`src/cdd_pkg.sv`:
```
// package for the calendar day difference block
// widths, the year info struct and the month length table; no dependencies
package cdd_pkg;

  localparam int YEAR_W  = 14;
  localparam int MONTH_W = 4;
  localparam int DAY_W   = 5;
  localparam int COUNT_W = 22;
  localparam int ACC_W   = 23;  // ordinal day number of any 14-bit year fits

  // year / 100 by reciprocal: floor(y * 5243 / 2^19) is exact for y < 16384
  localparam int RECIP_100   = 5243;
  localparam int RECIP_SHIFT = 19;
  localparam int RECIP_W     = 13;
  localparam int PROD_W      = YEAR_W + RECIP_W;
  localparam int Q100_W      = PROD_W - RECIP_SHIFT;
  localparam int R100_W      = 7;
  localparam int C4_W        = YEAR_W - 1;
  localparam int C400_W      = 6;

  localparam logic [MONTH_W-1:0] MONTHS    = MONTH_W'(12);
  localparam logic [COUNT_W-1:0] COUNT_MAX = '1;

  typedef struct packed {
    logic              leap;
    logic [C4_W-1:0]   c4;    // ceil(y / 4)
    logic [Q100_W-1:0] c100;  // ceil(y / 100)
    logic [C400_W-1:0] c400;  // ceil(y / 400)
    logic [ACC_W-1:0]  y365;  // 365 * y
  } year_info_t;

  // days in month m, zero for a month outside 1..12
  function automatic logic [DAY_W-1:0] month_len_f(logic [MONTH_W-1:0] m, logic leap);
    logic [DAY_W-1:0] len;
    case (m)
      4'd1, 4'd3, 4'd5, 4'd7, 4'd8, 4'd10, 4'd12: len = DAY_W'(31);
      4'd4, 4'd6, 4'd9, 4'd11:                    len = DAY_W'(30);
      4'd2:                                        len = leap ? DAY_W'(29) : DAY_W'(28);
      default:                                     len = '0;
    endcase
    return len;
  endfunction

endpackage

```
`src/cdd_year_unit.sv`:
```
// two-stage year unit: leap flag and the year terms of the day number
// depends on cdd_pkg
module cdd_year_unit import cdd_pkg::*; (
  input  logic              clk,
  input  logic [YEAR_W-1:0] year,
  output year_info_t        info
);

  logic [PROD_W-1:0] prod_r;
  logic [YEAR_W-1:0] year_r;
  year_info_t        info_r;
  year_info_t        info_nxt;

  logic [Q100_W-1:0] q100;
  logic [YEAR_W-1:0] r100_full;
  logic [R100_W-1:0] r100;
  logic              r_zero;
  logic              div400;

  always_comb begin
    q100      = prod_r[PROD_W-1:RECIP_SHIFT];
    r100_full = year_r - YEAR_W'(q100) * YEAR_W'(100);
    r100      = r100_full[R100_W-1:0];
    r_zero    = (r100 == '0);
    div400    = r_zero && (q100[1:0] == 2'b00);

    info_nxt.leap = div400 || ((year_r[1:0] == 2'b00) && !r_zero);
    info_nxt.c4   = C4_W'(year_r >> 2) + C4_W'(year_r[1:0] != 2'b00);
    info_nxt.c100 = q100 + Q100_W'(!r_zero);
    info_nxt.c400 = C400_W'(q100 >> 2) + C400_W'(!div400);
    info_nxt.y365 = ACC_W'(year_r) * ACC_W'(365);
  end

  always_ff @(posedge clk) begin
    prod_r <= PROD_W'(year) * PROD_W'(RECIP_100);
    year_r <= year;
    info_r <= info_nxt;
  end

  assign info = info_r;

endmodule

```
`src/calendar_day_difference.sv`:
```
// top level of the calendar day difference block
// depends on cdd_pkg and cdd_year_unit

// Counts the days from a start date to an end date in the Gregorian
// calendar (leap years by the 400/4/100 rule). A word is taken when start
// is high and busy is low; busy then stays high until the result is out.
// The result is shown on out_day_count and out_invalid_date for exactly one
// cycle, marked by out_valid, and the receiver cannot stall it, so it must
// capture the word in that cycle. A date with a month outside 1..12 or a
// day of 0 or past its month's end sets out_invalid_date with a count of 0.
// A start date that is not before the end date counts 0, plus one when
// in_include_end_day is set; counts above the 22-bit range saturate.
// One shared accumulator sums, per date, 365*y, one month length per cycle
// for the months before the given one, the three leap day corrections and
// the day; a two-stage year unit with a reciprocal multiply feeds it. The
// block keeps nothing between words.
module calendar_day_difference import cdd_pkg::*; (
  input  logic               clk,
  input  logic               rst_n,
  input  logic               start,
  output logic               busy,
  input  logic [YEAR_W-1:0]  in_start_year,
  input  logic [MONTH_W-1:0] in_start_month,
  input  logic [DAY_W-1:0]   in_start_day,
  input  logic [YEAR_W-1:0]  in_end_year,
  input  logic [MONTH_W-1:0] in_end_month,
  input  logic [DAY_W-1:0]   in_end_day,
  input  logic               in_include_end_day,
  output logic               out_valid,
  output logic [COUNT_W-1:0] out_day_count,
  output logic               out_invalid_date
);

  typedef enum logic [3:0] {
    S_IDLE,
    S_YEAR0,   // year unit stage one
    S_YEAR1,   // year unit stage two
    S_BASE,    // load 365*y, check the date
    S_MONTH,   // add whole months, one per cycle
    S_C4,
    S_C100,
    S_C400,
    S_DAY,
    S_NEXT,    // switch to the end date or finish
    S_DIFF,
    S_OUT
  } state_t;

  state_t state_r, state_nxt;

  // latched input word
  logic [YEAR_W-1:0]  sy_r, sy_nxt, ey_r, ey_nxt;
  logic [MONTH_W-1:0] sm_r, sm_nxt, em_r, em_nxt;
  logic [DAY_W-1:0]   sd_r, sd_nxt, ed_r, ed_nxt;
  logic               inc_r, inc_nxt;

  // sequencer state
  logic               sel_r, sel_nxt;    // 0 start date, 1 end date
  logic [MONTH_W-1:0] k_r, k_nxt;        // month loop counter
  logic [ACC_W-1:0]   acc_r, acc_nxt;
  logic [ACC_W-1:0]   ord_a_r, ord_a_nxt;
  logic               inv_r, inv_nxt;

  // registered result
  logic               out_valid_r, out_valid_nxt;
  logic [COUNT_W-1:0] out_count_r, out_count_nxt;
  logic               out_inv_r, out_inv_nxt;

  // datapath
  logic [YEAR_W-1:0]  year_in;
  year_info_t         info;
  logic [MONTH_W-1:0] cur_m;
  logic [DAY_W-1:0]   cur_d;
  logic [DAY_W-1:0]   cur_len;
  logic               bad_date;
  logic [ACC_W-1:0]   opnd;
  logic               sub;
  logic [ACC_W-1:0]   acc_sum;
  logic [ACC_W:0]     total;

  assign busy    = (state_r != S_IDLE);
  assign year_in = sel_r ? ey_r : sy_r;
  assign cur_m   = sel_r ? em_r : sm_r;
  assign cur_d   = sel_r ? ed_r : sd_r;

  cdd_year_unit u_year (
    .clk  (clk),
    .year (year_in),
    .info (info)
  );

  assign cur_len  = month_len_f(cur_m, info.leap);
  assign bad_date = (cur_len == '0) || (cur_d == '0) || (cur_d > cur_len);

  // operand select for the shared accumulator
  always_comb begin
    opnd = '0;
    sub  = 1'b0;
    case (state_r)
      S_MONTH: opnd = ACC_W'(month_len_f(k_r, info.leap));
      S_C4:    opnd = ACC_W'(info.c4);
      S_C100: begin
        opnd = ACC_W'(info.c100);
        sub  = 1'b1;
      end
      S_C400:  opnd = ACC_W'(info.c400);
      S_DAY:   opnd = ACC_W'(cur_d) - ACC_W'(1);
      S_DIFF: begin
        opnd = ord_a_r;
        sub  = 1'b1;
      end
      default: opnd = '0;
    endcase
  end

  assign acc_sum = sub ? (acc_r - opnd) : (acc_r + opnd);
  assign total   = {1'b0, acc_r} + (ACC_W+1)'(inc_r);

  always_comb begin
    state_nxt     = state_r;
    sy_nxt        = sy_r;
    sm_nxt        = sm_r;
    sd_nxt        = sd_r;
    ey_nxt        = ey_r;
    em_nxt        = em_r;
    ed_nxt        = ed_r;
    inc_nxt       = inc_r;
    sel_nxt       = sel_r;
    k_nxt         = k_r;
    acc_nxt       = acc_r;
    ord_a_nxt     = ord_a_r;
    inv_nxt       = inv_r;
    out_valid_nxt = 1'b0;
    out_count_nxt = out_count_r;
    out_inv_nxt   = out_inv_r;

    case (state_r)
      S_IDLE: begin
        if (start) begin
          sy_nxt    = in_start_year;
          sm_nxt    = in_start_month;
          sd_nxt    = in_start_day;
          ey_nxt    = in_end_year;
          em_nxt    = in_end_month;
          ed_nxt    = in_end_day;
          inc_nxt   = in_include_end_day;
          sel_nxt   = 1'b0;
          inv_nxt   = 1'b0;
          state_nxt = S_YEAR0;
        end
      end
      S_YEAR0: state_nxt = S_YEAR1;
      S_YEAR1: state_nxt = S_BASE;
      S_BASE: begin
        acc_nxt   = info.y365;
        k_nxt     = MONTH_W'(1);
        inv_nxt   = inv_r | bad_date;
        state_nxt = S_MONTH;
      end
      S_MONTH: begin
        // bounded by twelve even for a bad month
        if ((k_r < cur_m) && (k_r <= MONTHS)) begin
          acc_nxt = acc_sum;
          k_nxt   = k_r + MONTH_W'(1);
        end else begin
          state_nxt = S_C4;
        end
      end
      S_C4: begin
        acc_nxt   = acc_sum;
        state_nxt = S_C100;
      end
      S_C100: begin
        acc_nxt   = acc_sum;
        state_nxt = S_C400;
      end
      S_C400: begin
        acc_nxt   = acc_sum;
        state_nxt = S_DAY;
      end
      S_DAY: begin
        acc_nxt   = acc_sum;
        state_nxt = S_NEXT;
      end
      S_NEXT: begin
        if (!sel_r) begin
          ord_a_nxt = acc_r;
          sel_nxt   = 1'b1;
          state_nxt = S_YEAR0;
        end else begin
          state_nxt = S_DIFF;
        end
      end
      S_DIFF: begin
        // end not after start counts zero
        acc_nxt   = (acc_r > ord_a_r) ? acc_sum : '0;
        state_nxt = S_OUT;
      end
      S_OUT: begin
        out_valid_nxt = 1'b1;
        out_inv_nxt   = inv_r;
        if (inv_r) begin
          out_count_nxt = '0;
        end else if (total > (ACC_W+1)'(COUNT_MAX)) begin
          out_count_nxt = COUNT_MAX;
        end else begin
          out_count_nxt = total[COUNT_W-1:0];
        end
        state_nxt = S_IDLE;
      end
      default: state_nxt = S_IDLE;
    endcase
  end

  always_ff @(posedge clk) begin
    if (!rst_n) begin
      state_r     <= S_IDLE;
      out_valid_r <= 1'b0;
    end else begin
      state_r     <= state_nxt;
      out_valid_r <= out_valid_nxt;
    end
    sy_r        <= sy_nxt;
    sm_r        <= sm_nxt;
    sd_r        <= sd_nxt;
    ey_r        <= ey_nxt;
    em_r        <= em_nxt;
    ed_r        <= ed_nxt;
    inc_r       <= inc_nxt;
    sel_r       <= sel_nxt;
    k_r         <= k_nxt;
    acc_r       <= acc_nxt;
    ord_a_r     <= ord_a_nxt;
    inv_r       <= inv_nxt;
    out_count_r <= out_count_nxt;
    out_inv_r   <= out_inv_nxt;
  end

  assign out_valid        = out_valid_r;
  assign out_day_count    = out_count_r;
  assign out_invalid_date = out_inv_r;

endmodule

```
`config.mk`:
```
export PLATFORM = sky130hd
export DESIGN_NAME = calendar_day_difference
export DESIGN_NICKNAME = d
export VERILOG_FILES = /design/src/cdd_pkg.sv /design/src/cdd_year_unit.sv /design/src/calendar_day_difference.sv
export SDC_FILE = /design/constraint.sdc
export NUM_CORES = 1
export LEC_CHECK = 0
export BUFFER_PORTS_ARGS = -buffer_cell sky130_fd_sc_hd__buf_2
export CORE_MARGIN = 2
export CORE_UTILIZATION = 47
export CTS_BUF_LIST = sky130_fd_sc_hd__clkbuf_4
export DETAILED_ROUTE_END_ITERATION = 8
export GPL_TIMING_DRIVEN = 0
export PLACE_DENSITY = 0.66
export SLEW_MARGIN = 5
export SYNTH_ARGS = -nofsm -noshare
export SYNTH_HDL_FRONTEND = slang
export SYNTH_SLANG_ARGS = --single-unit
```
`constraint.sdc`:
```
create_clock -name clk -period 5.6 [get_ports clk]
set_input_delay 0.84 -clock clk [delete_from_list [all_inputs] [get_ports clk]]
set_output_delay 0.84 -clock clk [all_outputs]
set_load 0.05 [all_outputs]
```
### Word level (Yosys, flattened, before mapping)

Index checks and enable logic that the tools add are counted.

| storage, ports and cells | value |
|---|---|
| flip-flop bits (word level) | 219 |
| bits of input ports | 50 |
| output and inout port bits | 25 |
| logic and storage cells | 136 |

| cells by class | value |
|---|---|
| add/subtract/negate cells | 9 |
| multiply operators | 3 |
| order comparisons | 5 |
| equality and inequality tests | 38 |
| mux-type cells | 23 |
| bitwise operators | 2 |
| reductions and logical operators | 33 |

Operators with widths:

| kind | count |
|---|---|
| one-hot mux 23 bit (6 select lines) | 1 |
| one-hot mux 23 bit (4 select lines) | 1 |
| 2-to-1 mux 23 bit | 3 |
| equality test 4 bit, second input constant | 14 |
| equality test 4 x 3 -> 1 bit, second input constant | 12 |
| one-hot mux 4 bit (11 select lines) | 1 |
| one-hot mux 5 bit (3 select lines) | 2 |
| multiplier 14 x 13 -> 27 bit, second input constant | 1 |
| adder 23 x 1 -> 24 bit | 1 |
| equality test 4 x 2 -> 1 bit, second input constant | 6 |
| > comparator 24 x 22 -> 1 bit, second input constant | 1 |
| adder 23 bit | 1 |
| > comparator 23 bit | 1 |
| multiplier 14 x 9 -> 23 bit, second input constant | 1 |
| subtractor 23 bit | 1 |
| 2-to-1 mux 22 bit | 1 |
| 2-to-1 mux 4 bit | 5 |
| 2-to-1 mux 14 bit | 1 |
| AND reduction 2 bit | 7 |
| OR reduction 7 bit | 2 |
| adder 12 x 1 -> 13 bit | 1 |
| equality test 4 x 1 -> 1 bit, second input constant | 3 |
| OR reduction 4 bit | 3 |
| logical NOT 5 bit | 2 |
| 25 further kinds | 41 |

### Depth between registers and ports, before layout

| depth | value |
|---|---|
| word-level depth | 9 |
| gate-level depth with buffers | 24 |
| gate-level depth less buffers | 22 |

### By module

From an unflattened synthesis, not the netlist that was laid out.

| second synthesis, totals | value |
|---|---|
| cells, all modules | 1477 |
| area, all modules | 15730.1 µm² |

By module, submodules not included:

| module | instances | cells an instance | area each (µm²) | sequential area each (µm²) |
|---|---|---|---|---|
| calendar_day_difference | 1 | 764 | 8190.4 | 3763.6 |
| cdd_year_unit | 1 | 713 | 7539.7 | 1461.4 |

### Worst setup path before layout

OpenSTA, ideal clock, no wires.

| path | value |
|---|---|
| kind | register to register |
| start point | register sel_r |
| end point | register u_year.prod_r[26] |
| library setup time | 0.072 ns |
| data arrival time | 6.140 ns |
| data required time | 5.528 ns |
| slack | -0.612 ns |
| stages on the path, launching flop included | 24 |
| path buffers | 3 |
| period minus slack after synthesis | 6.212 ns |
| cells stage by stage | edfxtp_1 buf_6 buf_1 clkbuf_1 mux2i_1 inv_1 ha_1 inv_1 fa_1 inv_1 fa_1 inv_1 fa_1 fa_1 inv_1 ha_1 a21oi_1 nand3_1 o2111ai_1 o22ai_1 o41ai_1 o21ai_0 nor2_1 xnor2_1 |

| between the ends | value |
|---|---|
| longest elaborated chain between the ends | 2 |

RTL lines:

| item | RTL line | RTL |
|---|---|---|
| start: declaration | calendar_day_difference.sv:58 | `logic sel_r, sel_nxt;` |
| start signal: assignment | calendar_day_difference.sv:230 | `sel_r <= sel_nxt;` |
| 2-to-1 mux 14 bit | calendar_day_difference.sv:82 | `assign year_in = sel_r ? ey_r : sy_r;` |
| via u_year.year[8] | cdd_year_unit.sv:5 | `input logic [YEAR_W-1:0] year,` |
| multiplier 14 x 13 -> 27 bit | cdd_year_unit.sv:35 | `prod_r <= PROD_W'(year) * PROD_W'(RECIP_100);` |
| end signal: assignment | cdd_year_unit.sv:35 |  |
| end: declaration | cdd_year_unit.sv:9 | `logic [PROD_W-1:0] prod_r;` |

The timed path passes the listed nets, and every way through them passes these cells.
A chain may end at the register's enable or synchronous reset.

### Final worst setup path

| path | value |
|---|---|
| start point | register sel_r |
| end point | register acc_r[20], data pin |

| between the ends | value |
|---|---|
| longest elaborated chain between the ends | 7 |
| elaborated cells between the ends (all ways) | 9 |
| classes of those cells | add/sub (3); mux (6) |

RTL lines:

| item | RTL line | RTL |
|---|---|---|
| 2-to-1 mux 5 bit (*) | calendar_day_difference.sv:84 | `assign cur_d = sel_r ? ed_r : sd_r;` |
| subtractor 5 x 1 -> 6 bit (*) | calendar_day_difference.sv:107 | `S_DAY: opnd = ACC_W'(cur_d) - ACC_W'(1);` |
| one-hot mux 23 bit (6 select lines) (*) | calendar_day_difference.sv:99 | `case (state_r)` |
| adder 23 bit / subtractor 23 bit (equally long branches) | calendar_day_difference.sv:116 | `assign acc_sum = sub ? (acc_r - opnd) : (acc_r + opnd);` |
| 2-to-1 mux 23 bit (*) | calendar_day_difference.sv:116 |  |
| 2-to-1 mux 23 bit (on tied branches) | calendar_day_difference.sv:196, calendar_day_difference.sv:162 |  |
| one-hot mux 23 bit (4 select lines) (*) | calendar_day_difference.sv:137 | `case (state_r)` |
| via acc_nxt[20] | calendar_day_difference.sv:60 | `logic [ACC_W-1:0] acc_r, acc_nxt;` |
| end signal: assignment | calendar_day_difference.sv:232 | `acc_r <= acc_nxt;` |
| end: declaration | calendar_day_difference.sv:60 |  |

The timed path passes the listed nets; every way through them passes the cells marked *. The select of a mux whose other input is x is not followed.

==> summary.md <==
| Metric | Value |
|---|---|
| Status | `finished, final reports clean` |
| Number of synthesized flops with an enable pin | `122` |
| Fin crit share | `0.989` |
| First-pass GRT wire length | `56100 um` |
| Seq/Total Area, Yosys | `0.332` |
| WHS Endpoint | `sy_r[12]` |
| Die Y | `187 um` |
| Crit path largest cell delay | `0.58 ns` |
| Pins over their slew limit | `0` |
| Hold depth | `1` |
| Drt first pass iters | `5` |
| CTS Buf Count | `17` |
| Leakage | `7.97 nW` |
| Post-synth top area cell | `edfxtp_1` |
| Routed len/inst | `16.6 um` |
| Final Hold Vio Count | `0` |
| Worst Path Buf+Inv | `6` |
| Bufs on Longest Clock Path | `2` |
| Final Core Density | `0.548` |
| Critical R2R Capture | `acc_r[20]` |
| Synthesized instance count | `1488` |
| Rel. slew slack | `0.363` |
| Final wirelength | `34500 um` |
| CTS tree | `yes` |
| YS warnings | `0` |
| Placed Cells | `2007` |
| I/O Buffers | `74` |
| Hold-fix buffers at CTS | `0` |
| Maximum clock rate | `181 MHz` |
| # IOs | `75` |
| Die width | `187 um` |
| Final Cell Area | `17900 um^2` |
| Worst-Skew Late Latency | `0.65 ns` |
| Finished Layout Cells | `2081` |
| Post-layout power | `10.1 mW` |
| Vias after detailed routing | `11066` |
| Clock Skews | `0.0325 ns` |
| Clk sinks | `200` |
| Die area | `34900 um^2` |
| Starting density of the core | `0.481` |
| Area Overhead vs Synth | `13.9%` |
| WP data required | `5.99 ns` |
| Rows | `66` |
| Worst slew pin tran | `0.955 ns` |
| Post-Syn Area | `15700 um^2` |
| DP HPWL | `27000 um` |
| Flop-to-flop setup slack | `0.06 ns` |
| Layout cells sized above 1 | `0.161` |
| Cell depth of the worst flop-to-flop path | `26` |
| Clock slew seen by the registers of the worst setup and hold paths | `0.18 ns` |
| Reg-to-Reg Start | `sel_r` |
| Share of the synthesized area in the top cell type | `0.233` |
| Startpoint type of the worst setup path | `flop` |
| Cell family with most CP delay | `simple AND/OR/NAND/NOR gates` |
| Total gr overflow | `0` |
| Avg Inst Size Synth | `10.6 um^2` |
| Synth top area cells | `edfxtp_1 (23%), ha_1 (17%), fa_1 (14%)` |
| Placed cell area | `16700 um^2` |
| Final nets | `2000` |
| Initial antenna violation count | `1` |
| DR iter-0 viols | `544` |
| VDD IR max | `538 uV` |
| DRC | `0` |
| Crit Path Max Fanout | `5` |
| Root buffer cell | `clkbuf_4` |
| Routed vias/inst | `5.32` |
| Antenna-violating nets left | `0` |
| Ys async rst share | `0` |
| Hold Startpoint | `in_start_year[12]` |
| Placer Congestion | `0.942` |
| Most used DFF post-synth | `edfxtp_1` |
| RSZ-0062 raised after global routing | `true` |
| Flops & latches, synth | `200` |
| CORE AREA | `32700 um^2` |
| Hold WS | `0.358 ns` |
| Power per cell area | `566 nW/um^2` |
| H-tree depth | `4` |
| Largest net degree at the start of global routing | `43` |
| Post-synthesis cell type count | `85` |
| Critical Path Source | `sel_r` |
| Final Setup Violations | `0` |
| Clock period minus worst slack | `5.54 ns` |
| # Max-Cap Violations | `0` |
| Crit path DAT | `5.93 ns` |
| Vias in the first global route | `11347` |
| Hold crit path type | `in2reg` |
| Worst setup EP type | `flop` |
| Syn_nets | `1866` |
| All-Layer GR Usage | `0.201` |
| Crit Path Class | `reg2reg` |
| Slowest CP cell | `or4_4` |
==> flip-flops by register name, summed over array words and instances, names as in the netlist <==
register,cells
u_year.year_r,13
u_year.info,51
out_day_count,22
ed_r,5
state_r,4
sm_r,4
ord_a_r,23
ey_r,14
inc_r,1
acc_r,23
sy_r,14
k_r,4
out_valid,1
sd_r,5
u_year.prod_r,9
sel_r,1
em_r,4
out_invalid_date,1
inv_r,1
==> worst max-delay path by stage <==
stage / end / slack [ns] / depth (start not counted)
final: acc_r[20] / 0.06 / 26
after global placement: u_year.prod_r[26] / -0.98 / 23
after CTS: u_year.prod_r[24] / -0.004 / 20
after detailed placement: u_year.prod_r[26] / -1.03 / 23
after floorplan: u_year.prod_r[26] / 0.07 / 23
after global routing: acc_r[19] / -0.11 / 24
==> per-layer routing <==
| layer | part of all wire | GRT usage |
|---|---|---|
| met5 | 0 | 0 |
| met4 | 0.017 | 0.0644 |
| met2 | 0.51 | 0.358 |
| met1 | 0.44 | 0.250 |
| met3 | 0.036 | 0.0283 |
==> logic make-up after synthesis <==
group / after synthesis / share of synthesized area
muxes: 31 / 0.0201
adders and majority gates: 328 / 0.313
DFF: 200 / 0.332
xor gates and xnor gates: 93 / 0.0518
AOI/OAI and AO/OA: 265 / 0.116
and+or+nand+nor: 295 / 0.0988
buffers and inverters: 276 / 0.0679
==> cells in the final DEF, fill, tap and decap left out, types with 40 or more instances in the layout <==
| cell | instances |
|---|---|
| fa_1 | 108 |
| buf_2 | 78 |
| edfxtp_1 | 122 |
| ha_1 | 205 |
| a21oi_1 | 68 |
| nand2_1 | 57 |
| nand3_1 | 40 |
| inv_1 | 231 |
| nor2_1 | 66 |
| dfxtp_1 | 78 |
| xnor2_1 | 63 |
==> final cells by class <==
cell class              count  area [um^2]
fillers                  2860        14800
multi-input cells        1012         9960
flip-flops and latches    200         5230
inverters                 249          957
repair buffers            115          767
well taps                 442          553
plain buffers              27          170
clock inverters            15          136
clock buffers              17          128
diodes                      4         10.0
==> Yosys cell counts (11+ instances only) <==
master and count:
inv_1 249, ha_1 219, edfxtp_1 122, fa_1 109
dfxtp_1 78, a21oi_1 74, nor2_1 68, xnor2_1 65
nand2_1 57, o21ai_0 44, nand3_1 41, xor2_1 28
mux2i_1 26, a22o_1 21, a21o_1 19, nor3_1 18
and3_1 17, nor2b_1 16, clkbuf_1 15, nand2b_1 13
and2_1 11, nand4_1 11, o21a_1 11
==> repair_timing <==
item,in CTS,in global routing
endpoints found under the setup margin,16,14
cloned,2,0
pin swaps,10,51
endpoints found under the hold margin,0,0
buffers inserted,15,21
resized for setup,67,51
==> power by group <==
part           leakage (nW)  switching (mW)  internal, mW  total, mW
combinational          6.04            3.94          3.36       7.30
sequential             1.78           0.161          1.90       2.06
clock                 0.151           0.539         0.232      0.771
total                  7.97            4.64          5.49       10.1
==> worst reg2reg max path: cells and delay by family (launching register included) <==
family          cells  cell delay, ns
compound gates      6            0.95
xor+xnor            2            0.30
fa+ha+maj           3            0.77
buf+inv             6            0.82
flops               1            0.46
mux                 1            0.19
simple gates        8            1.82
==> through the flow <==
stage | setup TNS, ns | setup WS (ns)
after floorplan | 0 | 0.0706
after global placement | -9.87 | -0.978
after detailed placement | -7.45 | -1.03
after CTS | -0.00370 | -0.00370
after global routing | -0.471 | -0.111
final | 0 | 0.0621
Note: power is estimated with default switching activity, not from simulation.
